**src/rtl/core/dad_pkg.sv**
```systemverilog
// Shared constants, calendar tables and microcode types for the date adder.
// Used by dad_seq (program store) and date_add_days_top (datapath).
// No dependencies.
package dad_pkg;

  // Default width of the signed day offset
  localparam int OFFSET_BITS_DEF = 23;

  // Ten thousand years: 25 Gregorian cycles of 146097 days
  localparam logic [21:0] SPAN_DAYS = 22'd3652425;
  localparam logic [13:0] YEAR_SPAN = 14'd10000;

  // floor(y / 100) as (y * 5243) >> 19, exact for any 14-bit year
  localparam logic [26:0] CENT_MUL = 27'd5243;
  localparam int          CENT_SH  = 19;

  // Year estimate floor(pos * 45932 / 2^24): never above the true year,
  // at most two below it
  localparam logic [37:0] EST_MUL = 38'd45932;
  localparam int          EST_SH  = 24;

  // Program step width and jump targets
  localparam int STEP_W = 4;
  localparam logic [STEP_W-1:0] STEP_ACCEPT = 4'd0;
  localparam logic [STEP_W-1:0] STEP_MOD    = 4'd4;
  localparam logic [STEP_W-1:0] STEP_YNEXT  = 4'd7;
  localparam logic [STEP_W-1:0] STEP_MONTH  = 4'd13;
  localparam logic [STEP_W-1:0] STEP_EMIT   = 4'd14;

  // Datapath operations, one per control word
  typedef enum logic [3:0] {
    OP_ACCEPT,    // wait for a word, capture it
    OP_CENT_CUR,  // century of the year under test
    OP_DBY_CUR,   // days before the year under test, leap flag
    OP_CHECK,     // validate date, form start position plus offset
    OP_MOD,       // one reduction step modulo the 10000-year span
    OP_FIX,       // final fold of a negative remainder
    OP_EST,       // year estimate from the day position
    OP_CENT_NXT,  // century of the following year
    OP_DBY_NXT,   // days before the following year
    OP_YTEST,     // step the year when the next one already started
    OP_DOY,       // day of year
    OP_MONTH,     // peel one month off the day of year
    OP_EMIT       // load the result register
  } op_t;

  // Jump conditions: on true go to the target, else to the next step
  typedef enum logic [2:0] {
    C_NEXT,
    C_JUMP,
    C_BAD,
    C_KNZ,
    C_YMORE,
    C_MMORE
  } cond_t;

  typedef struct packed {
    op_t               op;
    cond_t             cond;
    logic [STEP_W-1:0] tgt;
  } ctrl_t;

  // Datapath status seen by the sequencer
  typedef struct packed {
    logic in_valid;   // input word offered
    logic out_free;   // result register can take a word
    logic bad;        // captured date is illegal
    logic k_nz;       // more reduction steps to go
    logic yr_more;    // following year starts at or before the position
    logic mon_more;   // day of year lies past the current month
  } stat_t;

  // Days in a month, leap-year aware; meaningless months give 31
  function automatic logic [4:0] month_len(input logic [3:0] m, input logic leap);
    logic [4:0] n;
    unique case (m)
      4'd2:                      n = leap ? 5'd29 : 5'd28;
      4'd4, 4'd6, 4'd9, 4'd11:   n = 5'd30;
      default:                   n = 5'd31;
    endcase
    return n;
  endfunction

  // Days in the year before the first of month m
  function automatic logic [8:0] days_before_month(input logic [3:0] m, input logic leap);
    logic [8:0] n;
    unique case (m)
      4'd2:    n = 9'd31;
      4'd3:    n = 9'd59;
      4'd4:    n = 9'd90;
      4'd5:    n = 9'd120;
      4'd6:    n = 9'd151;
      4'd7:    n = 9'd181;
      4'd8:    n = 9'd212;
      4'd9:    n = 9'd243;
      4'd10:   n = 9'd273;
      4'd11:   n = 9'd304;
      4'd12:   n = 9'd334;
      default: n = 9'd0;
    endcase
    if (leap && m > 4'd2) begin
      n = n + 9'd1;
    end
    return n;
  endfunction

endpackage

```
**src/rtl/core/date_add_days_top.sv**
```systemverilog
// Gregorian date plus signed day offset, microcoded datapath around dad_seq.
// Depends on dad_pkg and dad_seq.
//
// Usage: one word on the in_ channel carries a start date and a signed day
// offset; one word on the out_ channel returns the shifted date. Years wrap
// modulo 10000 both ways. An illegal start date comes back unchanged with
// out_tuser (valid_res) low.
// One word at a time: the next word is taken only after the result is loaded.
// A legal date runs, among its other steps, KSTEPS = max(22, OFFSET_BITS) - 20
// reduction steps of the span modulo, YSTEPS = 1..3 passes of the year test
// after the reciprocal estimate and MSTEPS = 1..12 month steps, the upper end
// for December dates. An illegal date goes from the check straight to the
// result step. The program returns to its accept step in the cycle after the
// result is loaded. The program counter in dad_seq sets the pace; the
// century and days-before-year steps use the single shared year unit
// (century multiply, then days-before-year).
// in_tready is high only while the program waits at its accept step.
// Reset (rst_n low, synchronous) returns the program to that step and
// drops out_tvalid. When the receiver stalls, the result stays in the
// output register and the program waits before loading the next one.
module date_add_days_top
  import dad_pkg::*;
#(
  parameter int OFFSET_BITS = OFFSET_BITS_DEF,
  localparam int IN_W = ((23 + OFFSET_BITS + 7) / 8) * 8
) (
  input  logic            clk,
  input  logic            rst_n,
  input  logic            in_tvalid,
  output logic            in_tready,
  input  logic [IN_W-1:0] in_tdata,   // day_in[5], month_in[4], year_in[14], offset
  output logic            out_tvalid,
  input  logic            out_tready,
  output logic [23:0]     out_tdata,  // day_out[5], month_out[4], year_out[14], pad
  output logic            out_tuser   // valid_res
);

  localparam int SUM_W = ((OFFSET_BITS > 22) ? OFFSET_BITS : 22) + 2;
  localparam int K_MAX = SUM_W - 23;
  localparam int K_W   = $clog2(K_MAX + 1);

  ctrl_t ctrl;
  stat_t stat;

  // Captured word
  logic [4:0]             d_r;
  logic [3:0]             m_r;
  logic [13:0]            y_r;
  logic [OFFSET_BITS-1:0] off_r;

  // Working registers
  logic [13:0]             ty_r;     // year under test
  logic [7:0]              cent_r;
  logic [22:0]             dby_r;
  logic                    leap_r;
  logic signed [SUM_W-1:0] acc_r;    // position, then reduced position
  logic [K_W-1:0]          k_r;
  logic [3:0]              mo_r;
  logic [8:0]              doy_r;
  logic                    bad_r;

  // Result register
  logic        out_tvalid_r;
  logic [4:0]  day_out_r;
  logic [3:0]  month_out_r;
  logic [13:0] year_out_r;
  logic        valid_res_r;

  logic                    accept;
  logic                    emit;
  logic [13:0]             yop;
  logic [26:0]             cent_prod;
  logic [13:0]             rem_y;
  logic                    rem_nz;
  logic [8:0]              cc;
  logic [8:0]              c_ceil4;
  logic [14:0]             y_ceil4;
  logic [22:0]             dby_val;
  logic                    leap_val;
  logic                    bad;
  logic [22:0]             pos0;
  logic signed [SUM_W-1:0] sum0;
  logic signed [SUM_W-1:0] span_k;
  logic signed [SUM_W-1:0] span_1;
  logic [21:0]             pos;
  logic [37:0]             est_prod;
  logic [4:0]              mlen;

  // Sequencer
  dad_seq u_seq (
    .clk   (clk),
    .rst_n (rst_n),
    .stat  (stat),
    .ctrl  (ctrl)
  );

  assign in_tready = (ctrl.op == OP_ACCEPT);
  assign accept    = in_tvalid && in_tready;
  assign emit      = (ctrl.op == OP_EMIT) && stat.out_free;

  // Shared year unit: operand is the year under test or the one after
  assign yop = ((ctrl.op == OP_CENT_NXT) || (ctrl.op == OP_DBY_NXT)) ? (ty_r + 14'd1) : ty_r;

  assign cent_prod = {13'd0, yop} * CENT_MUL;
  assign rem_y     = yop - ({6'd0, cent_r} * 14'd100);
  assign rem_nz    = (rem_y != 14'd0);
  assign cc        = {1'b0, cent_r} + {8'd0, rem_nz};   // ceil(y / 100)
  assign c_ceil4   = (cc + 9'd3) >> 2;                  // ceil(y / 400)
  assign y_ceil4   = ({1'b0, yop} + 15'd3) >> 2;
  assign dby_val   = ({9'd0, yop} * 23'd365) + {8'd0, y_ceil4} - {14'd0, cc}
                   + {16'd0, c_ceil4[6:0]};
  assign leap_val  = rem_nz ? (yop[1:0] == 2'b00) : (cent_r[1:0] == 2'b00);

  // Legality of the captured date
  assign bad = (m_r == 4'd0) || (m_r > 4'd12) || (y_r >= YEAR_SPAN) ||
               (d_r == 5'd0) || (d_r > month_len(m_r, leap_r));

  // Start position plus offset
  assign pos0 = dby_r + {14'd0, days_before_month(m_r, leap_r)} + {18'd0, d_r} - 23'd1;
  assign sum0 = $signed({{(SUM_W-23){1'b0}}, pos0}) +
                $signed({{(SUM_W-OFFSET_BITS){off_r[OFFSET_BITS-1]}}, off_r});

  // Span scaled for the current reduction step
  assign span_1 = $signed({{(SUM_W-22){1'b0}}, SPAN_DAYS});
  assign span_k = span_1 <<< k_r;

  assign pos      = acc_r[21:0];
  assign est_prod = {16'd0, pos} * EST_MUL;
  assign mlen     = month_len(mo_r, leap_r);

  // Status to the sequencer
  assign stat.in_valid = in_tvalid;
  assign stat.out_free = !out_tvalid_r || out_tready;
  assign stat.bad      = bad;
  assign stat.k_nz     = (k_r != '0);
  assign stat.yr_more  = ({1'b0, pos} >= dby_r);
  assign stat.mon_more = (mo_r < 4'd12) && (doy_r >= {4'd0, mlen});

  // Datapath
  always_ff @(posedge clk) begin
    unique case (ctrl.op)
      OP_ACCEPT: begin
        if (accept) begin
          d_r   <= in_tdata[4:0];
          m_r   <= in_tdata[8:5];
          y_r   <= in_tdata[22:9];
          off_r <= in_tdata[22+OFFSET_BITS:23];
          ty_r  <= in_tdata[22:9];
        end
      end
      OP_CENT_CUR, OP_CENT_NXT: begin
        cent_r <= cent_prod[CENT_SH+7:CENT_SH];
      end
      OP_DBY_CUR, OP_DBY_NXT: begin
        dby_r  <= dby_val;
        leap_r <= leap_val;
      end
      OP_CHECK: begin
        bad_r <= bad;
        acc_r <= sum0;
        k_r   <= K_W'(K_MAX);
      end
      OP_MOD: begin
        if (acc_r < 0) begin
          acc_r <= acc_r + span_k;
        end else if (acc_r >= span_k) begin
          acc_r <= acc_r - span_k;
        end
        if (k_r != '0) begin
          k_r <= k_r - 1'b1;
        end
      end
      OP_FIX: begin
        if (acc_r < 0) begin
          acc_r <= acc_r + span_1;
        end
      end
      OP_EST: begin
        ty_r <= est_prod[EST_SH+13:EST_SH];
      end
      OP_YTEST: begin
        if (stat.yr_more) begin
          ty_r <= ty_r + 14'd1;
        end
      end
      OP_DOY: begin
        doy_r <= 9'(pos - dby_r[21:0]);
        mo_r  <= 4'd1;
      end
      OP_MONTH: begin
        if (stat.mon_more) begin
          doy_r <= doy_r - {4'd0, mlen};
          mo_r  <= mo_r + 4'd1;
        end
      end
      OP_EMIT: begin
        if (emit) begin
          if (bad_r) begin
            day_out_r   <= d_r;
            month_out_r <= m_r;
            year_out_r  <= y_r;
            valid_res_r <= 1'b0;
          end else begin
            day_out_r   <= 5'(doy_r + 9'd1);
            month_out_r <= mo_r;
            year_out_r  <= ty_r;
            valid_res_r <= 1'b1;
          end
        end
      end
      default: begin
      end
    endcase
  end

  // Output handshake
  always_ff @(posedge clk) begin
    if (!rst_n) begin
      out_tvalid_r <= 1'b0;
    end else if (emit) begin
      out_tvalid_r <= 1'b1;
    end else if (out_tready) begin
      out_tvalid_r <= 1'b0;
    end
  end

  assign out_tvalid = out_tvalid_r;
  assign out_tdata  = {1'b0, year_out_r, month_out_r, day_out_r};
  assign out_tuser  = valid_res_r;

endmodule

```
**src/rtl/core/dad_seq.sv**
```systemverilog
// Microcode sequencer for the date adder: program store and step counter.
// Depends on dad_pkg for the control word, status and step constants.
module dad_seq
  import dad_pkg::*;
(
  input  logic  clk,
  input  logic  rst_n,
  input  stat_t stat,
  output ctrl_t ctrl
);

  logic [STEP_W-1:0] pc_r, pc_nxt;
  logic              hold;
  logic              take;

  // Program store
  always_comb begin
    unique case (pc_r)
      4'd0:    ctrl = '{op: OP_ACCEPT,   cond: C_NEXT,  tgt: STEP_ACCEPT};
      4'd1:    ctrl = '{op: OP_CENT_CUR, cond: C_NEXT,  tgt: STEP_ACCEPT};
      4'd2:    ctrl = '{op: OP_DBY_CUR,  cond: C_NEXT,  tgt: STEP_ACCEPT};
      4'd3:    ctrl = '{op: OP_CHECK,    cond: C_BAD,   tgt: STEP_EMIT};
      4'd4:    ctrl = '{op: OP_MOD,      cond: C_KNZ,   tgt: STEP_MOD};
      4'd5:    ctrl = '{op: OP_FIX,      cond: C_NEXT,  tgt: STEP_ACCEPT};
      4'd6:    ctrl = '{op: OP_EST,      cond: C_NEXT,  tgt: STEP_ACCEPT};
      4'd7:    ctrl = '{op: OP_CENT_NXT, cond: C_NEXT,  tgt: STEP_ACCEPT};
      4'd8:    ctrl = '{op: OP_DBY_NXT,  cond: C_NEXT,  tgt: STEP_ACCEPT};
      4'd9:    ctrl = '{op: OP_YTEST,    cond: C_YMORE, tgt: STEP_YNEXT};
      4'd10:   ctrl = '{op: OP_CENT_CUR, cond: C_NEXT,  tgt: STEP_ACCEPT};
      4'd11:   ctrl = '{op: OP_DBY_CUR,  cond: C_NEXT,  tgt: STEP_ACCEPT};
      4'd12:   ctrl = '{op: OP_DOY,      cond: C_NEXT,  tgt: STEP_ACCEPT};
      4'd13:   ctrl = '{op: OP_MONTH,    cond: C_MMORE, tgt: STEP_MONTH};
      4'd14:   ctrl = '{op: OP_EMIT,     cond: C_JUMP,  tgt: STEP_ACCEPT};
      default: ctrl = '{op: OP_ACCEPT,   cond: C_JUMP,  tgt: STEP_ACCEPT};
    endcase
  end

  // Stall on the handshake steps
  assign hold = ((ctrl.op == OP_ACCEPT) && !stat.in_valid) ||
                ((ctrl.op == OP_EMIT) && !stat.out_free);

  // Jump condition
  always_comb begin
    unique case (ctrl.cond)
      C_NEXT:  take = 1'b0;
      C_JUMP:  take = 1'b1;
      C_BAD:   take = stat.bad;
      C_KNZ:   take = stat.k_nz;
      C_YMORE: take = stat.yr_more;
      C_MMORE: take = stat.mon_more;
      default: take = 1'b0;
    endcase
  end

  always_comb begin
    if (hold) begin
      pc_nxt = pc_r;
    end else if (take) begin
      pc_nxt = ctrl.tgt;
    end else begin
      pc_nxt = pc_r + 1'b1;
    end
  end

  always_ff @(posedge clk) begin
    if (!rst_n) begin
      pc_r <= STEP_ACCEPT;
    end else begin
      pc_r <= pc_nxt;
    end
  end

endmodule
```
**config.mk**
```make
export PLATFORM = sky130hd
export DESIGN_NAME = date_add_days_top
export DESIGN_NICKNAME = d
export VERILOG_FILES = /design/src/rtl/core/dad_pkg.sv /design/src/rtl/core/date_add_days_top.sv /design/src/rtl/core/dad_seq.sv
export SDC_FILE = /design/constraint.sdc
export NUM_CORES = 1
export LEC_CHECK = 0
export ABC_AREA = 1
export CORE_ASPECT_RATIO = 1.5
export CORE_MARGIN = 3
export CORE_UTILIZATION = 60
export CTS_BUF_LIST = sky130_fd_sc_hd__clkbuf_16
export CTS_CLUSTER_DIAMETER = 100
export CTS_CLUSTER_SIZE = 16
export DETAILED_ROUTE_END_ITERATION = 7
export DONT_BUFFER_PORTS = 1
export HOLD_SLACK_MARGIN = 0.08
export PLACE_DENSITY = 0.82
export SYNTH_ARGS = -nofsm -noshare
export SYNTH_HDL_FRONTEND = slang
export SYNTH_HIERARCHICAL = 1
export SYNTH_SLANG_ARGS = --single-unit
```
**constraint.sdc**
```tcl
create_clock -name clk -period 20 [get_ports clk]
set_input_delay 1 -clock clk [delete_from_list [all_inputs] [get_ports clk]]
set_output_delay 1 -clock clk [all_outputs]
set_load 0.01 [all_outputs]
```
=== Yosys cells after proc, flatten, opt, wreduce, memory -nomap -nowiden ===
Memory sizes are Yosys's and may differ from the RTL's. A register that Yosys moved wholly into a read port is not among the register bits.
Cells that the tools add are included.
W data, S select, Z words.

* $add $sub $neg: 22
* Multipliers: 4
* Order comparisons: 9
* Equality and inequality tests: 33
* Shifts and indexed selects: 1
* Multiplexer cells: 30
* Reduce and logical (&&, ||, !) cells: 38

{| class="wikitable"
|+ Operator list
! cell !! number
|-
| $mux W25 || 3
|-
| $pmux W25 S3 || 1
|-
| $mux W14 || 4
|-
| $pmux W14 S3 || 1
|-
| $eq A4 B4 Y1 const B || 9
|-
| $mul A22 B14 Y36 const B || 1
|-
| $eq A4 B3 Y1 const B || 8
|-
| $mul A14 B13 Y27 const B || 1
|-
| $add A24 B23 Y25 || 1
|-
| $add A25 B23 Y25 const B || 1
|-
| $add A25 B25 Y25 || 1
|-
| $ge A25 B25 Y1 || 1
|-
| $lt A25 B1 Y1 const B || 1
|-
| $sshl A23 B2 Y25 const A || 1
|-
| $sub A25 B25 Y25 || 1
|-
| $mux W4 || 6
|-
| $add A23 B13 Y23 || 1
|-
| $add A23 B5 Y23 || 1
|-
| $add A23 B7 Y23 || 1
|-
| $add A23 B9 Y23 || 1
|-
| $ge A22 B23 Y1 || 1
|-
| $mul A14 B9 Y23 const B || 1
|-
| $sub A23 B1 Y23 const B || 1
|-
| $sub A23 B9 Y23 || 1
|-
| other kinds (48) || 88
|}

* Flip-flop bits (word level): 162
* Memory bits (read-only): 320
* Bits of input ports: 52
* Output and inout port bits: 27
* Word-level logic and storage cells: 158
* Memories: 2

{| class="wikitable"
|+ Memories
! memory !! words !! width !! read ports !! clocked after memory_dff !! write ports !! RTL line !! RTL
|-
| (no name shown) || 16 || 11 || 1 || 1 || 0 || dad_seq.sv:18 || <nowiki>unique case (pc_r)</nowiki>
|-
| (no name shown) || 16 || 9 || 1 || 1 || 0 || dad_pkg.sv:87 || <nowiki>unique case (m)</nowiki>
|}

=== Logic depth before layout (Yosys ltp) ===
Gate-level depths: netlist (run 1).

* Word-level depth: 9
* Gate-level depth with buffers: 48
* Mapped depth without buffers: 48

=== By module ===
Netlist (run 1), hierarchy kept.

{| class="wikitable"
|+ Modules (own cells, without submodules)
! module !! times used !! cells an instance !! area an instance (µm²)
|-
| date_add_days_top || 1 || 3944 || 30878.4
|-
| dad_seq || 1 || 126 || 888.4
|}

=== Least setup slack after synthesis (run 1) ===
Ideal clock, no wire load.

* Kind: register to register
* From: reg cent_r[3]
* To: reg dby_r[17], data pin
* Setup time: 0.265 ns
* Data arrival time: 8.334 ns
* Required time: 19.735 ns
* Setup slack: 11.401 ns
* Cell stages (with the launch flop): 42
* Period minus slack after synthesis: 8.599 ns
* Cells stage by stage: edfxtp_1 -> ha_1 -> ha_1 -> fa_1 -> ha_1 -> nand2_1 -> o21ai_0 -> nand2_1 -> nand2_1 -> a21oi_1 -> xor2_1 -> ha_1 -> a21o_1 -> a31oi_1 -> nand2_1 -> nand3_1 -> nand2_1 -> nor2_1 -> [6 not listed] -> nor2_1 -> nand3_1 -> nor3_1 -> xnor2_1 -> fa_1 -> fa_1 -> fa_1 -> inv_1 -> fa_1 -> inv_1 -> ha_1 -> a21oi_1 -> o21ai_0 -> nand2_1 -> nand3_1 -> a21oi_1 -> o21ai_0 -> xor2_1

* Cells in the longest elaborated chain, start to end: 6
* Elaborated cells between the ends (all ways): 7

{| class="wikitable"
|+ Ends and longest elaborated chain
! element !! RTL line !! RTL
|-
| start, declared || date_add_days_top.sv:53 || <nowiki>logic [7:0] cent_r;</nowiki>
|-
| start signal, assigned || date_add_days_top.sv:152 || <nowiki>cent_r <= cent_prod[CENT_SH+7:CENT_SH];</nowiki>
|-
| $mul A8 B5 Y12 || date_add_days_top.sv:105 || <nowiki>assign rem_y = yop - ({6'd0, cent_r} * 14'd100);</nowiki>
|-
| $sub A14 B14 Y14 || date_add_days_top.sv:105 ||
|-
| $reduce_bool A14 Y1 || date_add_days_top.sv:106 || <nowiki>assign rem_nz = (rem_y != 14'd0);</nowiki>
|-
| $add A8 B1 Y9 (*) || date_add_days_top.sv:107 || <nowiki>assign cc = {1'b0, cent_r} + {8'd0, rem_nz};</nowiki>
|-
| $sub A23 B9 Y23 / $add A9 B2 Y9 (equally long branches) || date_add_days_top.sv:110, date_add_days_top.sv:108 ||
|-
| $add A23 B7 Y23 (*) || date_add_days_top.sv:111 || <nowiki>+ {16'd0, c_ceil4[6:0]};</nowiki>
|-
| named net dby_val[17] || date_add_days_top.sv:78 || <nowiki>logic [22:0] dby_val;</nowiki>
|-
| end signal, assigned || date_add_days_top.sv:155 || <nowiki>dby_r <= dby_val;</nowiki>
|-
| end, declared || date_add_days_top.sv:54 || <nowiki>logic [22:0] dby_r;</nowiki>
|}

The timed path passes the listed nets; every way through them passes the cells marked *.
A chain may end at the register's enable or synchronous reset.

=== Final worst setup path (run 1) ===
* From: reg u_seq/ctrl[7] (netlist name)
* To: reg dby_r[16], data pin

* Cells in the longest elaborated chain, start to end: 8
* Elaborated cells between the ends (all ways): 13

{| class="wikitable"
|+ Ends and longest elaborated chain
! element !! RTL line !! RTL
|-
| $eq A4 B3 Y1 / $eq A4 B4 Y1 (equally long branches) || date_add_days_top.sv:102 || <nowiki>assign yop = ((ctrl.op == OP_CENT_NXT) || (ctrl.op == OP_DBY_NXT)) ? (ty_r + 14'd1) : ty_r;</nowiki>
|-
| $logic_or A1 B1 Y1 (*) || date_add_days_top.sv:102 ||
|-
| $mux W14 (*) || date_add_days_top.sv:102 ||
|-
| branches (longest 4 deep; another with $mul A14 B9 Y23) || - ||
|-
| $add A23 B7 Y23 (*) || date_add_days_top.sv:111 ||
|-
| named net dby_val[16] || date_add_days_top.sv:78 ||
|}

Mark *: on every way through the listed nets, which the timed path passes.

==> impl_results.md, run 1 <==
* Worst EP arrival at 10.26 ns
* Pin count of the biggest net entering global routing at 49
* Critical path class: flip-flop to flip-flop
* Actual slew at the worst max-slew pin at approximately 1.1 ns
* Dpl hpwl at 79600 microns
* Crit path max fanout at 24
* Most frequent CP cell: nand2_1
* Crit-path leading delay family: adder cells
* Max Clk Rate at roughly 100 MHz
* Layout cells sized above 1 at 0.0310
* Reg2reg setup slack at 9.96 ns
* Final setup fails at 0
* First DRT Iteration DRCs at around 2100
* # hold bufs at CTS at 0
* Detail Route Antenna Nets at 0
* Setup TNS at 0 ns
* Reg2reg end: dby_r[16]$_DFFE_PP_
* Routability cong. at slightly above 1
* Die H at 288 microns
* CTS tree: built
* Mapped Area at 0.0318 sq mm
* Die width at around 190 microns
* Status: finished, violations left
* Syn Inst Count at between 4000 and 5000
* Worst-path clk slew at around 0.080 ns
* Fin nets at roughly 5000
* Worst Clk Skew at 0.0142 ns
* First-pass GRT wire length at ~150000 microns
* Drt total wl at around 95000 microns
* CP startpoint: u_seq/ctrl[7]$_DFF_P_
* Clock root cell: clkbuf_16
* Clock Sink Count at between 150 and 200
* Clock latency on the worst-skew pair at roughly 0.48 ns
* Slew Viols, Final at 0
* Drt pass-1 iters at 8
* # port buffers at 0
* # IOs at 79
* Synthesis-to-layout area growth at 4.90%
* Clock buffer depth at 2
* Minimum clock period at approximately 10 ns
* Unrepaired setup endpoints after global routing: false
* Post-CTS Setup Repair Bufs at 0
* Failing checks: design-rule violations
* Hold Crit Class: flip-flop to flip-flop
* GRT overflow at 0
* Synth Area per Inst at ~7.8 sq um
* Max incr delay on CP at around 0.80 ns
* Post-layout instance area at around 0.033 sq mm
* Part of the cycle the worst path needs at 0.502
* Post-CTS Resized at 0
* Reg2reg start: u_seq/ctrl[7]$_DFF_P_
* Worst hold stages at 2
* Die area at 0.0558 sq mm
* Worst rel slew slack at 0.277
* TritonCTS Buffers at 17
* Core Area at between 0.05 and 0.06 sq mm
* YS warnings at 6
* WL per Instance at 19.8 microns
* Reg2reg path depth at 42
* Vias at 27808
* Hold worst-path end: year_out_r[1]$_DFFE_PP_
* Area post-placement at approximately 0.033 sq mm
* DRC viols at 2
* Worst Path Buf+Inv at 6
* Hold Vio Cnt, Final at 0
* Initial antenna violation count at 4
* Via density at ~5.8
* Htree depth at 4
* Overall Global Routing Usage at 0.339
* Slowest-stage cell, CP: o21ai_1
* CP endpoint kind: flip-flop
* Max-cap violation count at 0
* Std cell rows at 102
* Hold slack at a little over 0.5 ns
* Initial Util at 0.611
* CP required at between 20 and 25 ns
* Hold_sp: y_r[1]$_DFFE_PP_
* Synth Net Count at 4954
* Layout fillers at ~4400
* Vias in the first global route at 28727
* Startpoint Class: flip-flop
-- worst min-delay path, delay by kind of cell (launching register included) --
kind             cells  cell delay, ns
flip-flops           1            0.32
AND/OR/NAND/NOR      2            0.10
-- worst max path at each step --
| stage | end | slack (ns) | cells after the start |
|---|---|---|---|
| after floorplan | dby_r[17]$_DFFE_PP_ | 11.40 | 41 |
| after global placement | dby_r[17]$_DFFE_PP_ | 10.18 | 37 |
| after detailed placement | dby_r[16]$_DFFE_PP_ | 10.10 | 40 |
| after CTS | dby_r[16]$_DFFE_PP_ | 10.08 | 40 |
| after global routing | dby_r[17]$_DFFE_PP_ | 9.34 | 39 |
| final | dby_r[16]$_DFFE_PP_ | 9.96 | 42 |
-- layout by cell type, fill, tap and decap left out, types with 51 or more instances in the layout --
cell / instances
edfxtp_1: 157
fa_1: 284
inv_1: 872
a21oi_1: 247
nand4_1: 51
xor2_1: 79
o21ai_0: 212
nor2_1: 263
nand3_1: 238
ha_1: 549
nand2_1: 731
-- final cells by class --
type,instances,area [sq um],share of cell area
tap,676,846,0.0254
timing repair buffer,28,210,0.00631
antenna,3,7.51,0.000225
sequential,181,5190,0.156
inverter,881,3310,0.0993
clock inverter,15,189,0.00567
clock buffer,17,425,0.0128
multi-input combinational,2977,23100,0.694
-- layer usage --
metal | track usage | wire [microns]
met1 | 0.334 | 31100
met2 | 0.633 | 49000
met3 | 0.0475 | 5540
met4 | 0.274 | 8950
met5 | 0 | 0
-- sequential cells by signal, summed over array words and instances, names as in the netlist, named ones only --
name         count
dby_r           23
m_r              4
y_r             14
out_tuser        1
out_tvalid       1
doy_r            9
u_seq/pc_r       4
leap_r           1
u_seq/ctrl      10
mo_r             4
month_out_r      4
year_out_r      14
d_r              5
bad_r            1
acc_r           25
cent_r           8
k_r              2
ty_r            14
off_r           23
day_out_r        5
-- through the flow --
stage / instances / setup WS, ns / utilization
after global placement: 4743 / 10.18 / 0.629
after floorplan: 4069 / 11.40 / -
after global routing: 4777 / 9.34 / 0.641
after CTS: 4775 / 10.08 / 0.641
after detailed placement: 4743 / 10.10 / 0.629
final: 4778 / 9.96 / 0.641
Power of run 1 is not shown: default switching activity piles up to over one toggle a cycle in this logic, so the estimate is an artifact.
==> inputs of run 2 (changes only) <==
- ABC_AREA: 1 -> 0
- clock period: 20 -> 9.8 ns (I/O delays scaled with it)
==> run 2 against run 1 <==
- the flow now finishes without violations
- register-to-register slack worse by 9.6 ns
- sequential share of layout area increased by 1.3 points
- critical path depth shrank 2
- via count is 19% lower
- synthesized area down 9.0%
- setup slack got worse by 9.6 ns
- hold slack got worse by 0.43 ns
- sequential cell count unchanged
- synthesized cell count fell by 26%
- final cell count down 23%
- design area down 7.9%
- clock skew increased by 0.0066 ns
==> impl_results.md, run 2 <==
* M3 GR Usage at 0.0521
* Regs by FF count: acc_r: 25 flops, dby_r: 23 flops, off_r: 23 flops
* Routability cong. at 1.04
* Post-route insts no fill at around 3700
* Setup TNS at 0 ns
* TritonCTS Buffers at 17
* Hold Vio Cnt, Final at 0
* Met1 GRT Util at 0.332
* Most frequent cells in the layout: inv_1 (611), ha_1 (546), fa_1 (284), nor2_1 (157), edfxtp_1 (157)
* Minimum clock period at about 9.4 ns
* Synthesis-to-layout area growth at 6.21%
* DRC viols at 0
* WL per Instance at 22.0 microns
* CTS tree: built
* Synth Area per Inst at 9.55 sq um
* Most frequent CP cell: ha_1
* Overall Global Routing Usage at 0.327
* Hold slack at about 0.089 ns
* CP required at around 10 ns
* # port buffers at 0
* Clock root cell: clkbuf_16
* Vias in the first global route at ~24000
* Commonest non-fill, non-tap cell in the layout: inv_1
* Initial Util at 0.612
* Max incr delay on CP at 0.53 ns
* Critical path class: flip-flop to flip-flop
* Worst rel slew slack at 0.0853
* Clock Sink Count at 181
* GRT overflow at 0
* Area post-placement at approximately 0.03 sq mm
* Synth Net Count at around 3900
* Std cell rows at just under 100
* Actual slew at the worst max-slew pin at 1.36 ns
* Core Area at 0.0472 sq mm
* Fin nets at around 4000
* Placed instance count at approximately 3600
* Max Clk Rate at 106 MHz
* Drt total wl at between 80000 and 90000 microns
* Slew Viols, Final at 0
* Largest reg by FF count: acc_r
* Startpoint Class: flip-flop
* Hold Crit Class: input pin to flip-flop
* Clock latency on the worst-skew pair at about 0.49 ns
* Detail Route Antenna Nets at 0
* Layout cells sized above 1 at 0.0525
* Via density at about 6.1
* Reg2reg path depth at 40
* CP endpoint kind: flip-flop
* Vias at approximately 23000
* First-pass GRT wire length at 127000 microns
* GR peak layer: met2
* Worst-path clk slew at approximately 0.090 ns
* Hold_sp: in_tdata[7]
* Htree depth at 4
* Reg2reg setup slack at about 0.36 ns
* Die H at between 200 and 300 microns
* Hold worst-path end: m_r[2]$_DFFE_PP_
* Slowest-stage cell, CP: fa_1
* Final setup fails at 0
* Initial antenna violation count at 0
* Die area at around 0.051 sq mm
* Reg2reg start: cent_r[1]$_DFFE_PP_
* First DRT Iteration DRCs at ~1500
* Worst Clk Skew at between 0.02 and 0.025 ns
* Worst hold stages at 0
* Die width at 185 microns
* # IOs at slightly below 80
* YS warnings at 6
* Status: finished clean
* Grt met2 use at 0.571
* Part of the cycle the worst path needs at 0.963
* Reg2reg end: dby_r[21]$_DFFE_PP_
* Drt pass-1 iters at 5
* Max-cap violation count at 0
* Syn Inst Count at between 3000 and 4000
* Max reg flops at 25
* Crit path max fanout at 4
* Clock buffer depth at 2
* Mapped Area at slightly below 0.03 sq mm
* # diodes at 0
* Post-layout instance area at 0.0307 sq mm
* Pin count of the biggest net entering global routing at about 50
* Dpl hpwl at 66900 microns
* Worst EP arrival at 9.68 ns
run 2: repair_timing:
action / CTS / global route
hold endpoints to repair: 6 / 0
hold buffers: 6 / 0
gates resized for setup: 3 / 12
endpoints found under the setup margin: 3 / 8
setup buffers: 1 / 7
pin swaps: 1 / 11
run 2: cell type report:
cell class | instances | area, sq um
Sequential cell | 181 | 5190
Timing Repair Buffer | 68 | 526
Tap cell | 594 | 743
Clock buffer | 17 | 425
Fill cell | 3650 | 16500
Multi-Input combinational cell | 2193 | 21300
Clock inverter | 15 | 161
Inverter | 613 | 2300
run 2: worst max path at each step:
stage	start	end	slack, ns	depth (start not counted)
after floorplan	u_seq/ctrl[7]$_DFF_P_	dby_r[22]$_DFFE_PP_	0.35	39
after global placement	cent_r[2]$_DFFE_PP_	dby_r[21]$_DFFE_PP_	0.14	37
after detailed placement	cent_r[2]$_DFFE_PP_	dby_r[22]$_DFFE_PP_	-0.04	39
after CTS	cent_r[2]$_DFFE_PP_	dby_r[22]$_DFFE_PP_	0.06	39
after global routing	cent_r[1]$_DFFE_PP_	dby_r[21]$_DFFE_PP_	-0.03	41
final	cent_r[1]$_DFFE_PP_	dby_r[21]$_DFFE_PP_	0.36	40
run 2: layer usage:
| metal | vias up | share of wire |
|---|---|---|
| li1 | 10335 | - |
| met1 | 10948 | 0.34 |
| met2 | 847 | 0.50 |
| met3 | 385 | 0.052 |
| met4 | 0 | 0.11 |
| met5 | - | 0 |
run 2: worst max-delay path: cells and delay by family (launching register included):
| kind | cells | cell delay [ns] |
|---|---|---|
| buffers and inverters | 5 | 0.30 |
| and+or+nand+nor | 6 | 1.06 |
| adders and majority gates | 13 | 4.75 |
| AOI/OAI and AO/OA | 12 | 2.09 |
| xor gates and xnor gates | 4 | 0.55 |
| DFF | 1 | 0.45 |
run 2: stage by stage:
| step | worst slack (ns) | util |
|---|---|---|
| finish | 0.362 | 0.650 |
| global route | -0.0320 | 0.650 |
| CTS | 0.0630 | 0.648 |
| detailed placement | -0.0352 | 0.633 |
| global placement | 0.144 | 0.633 |
| floorplan | 0.348 | - |
Power of run 2 is left out for the same reason.
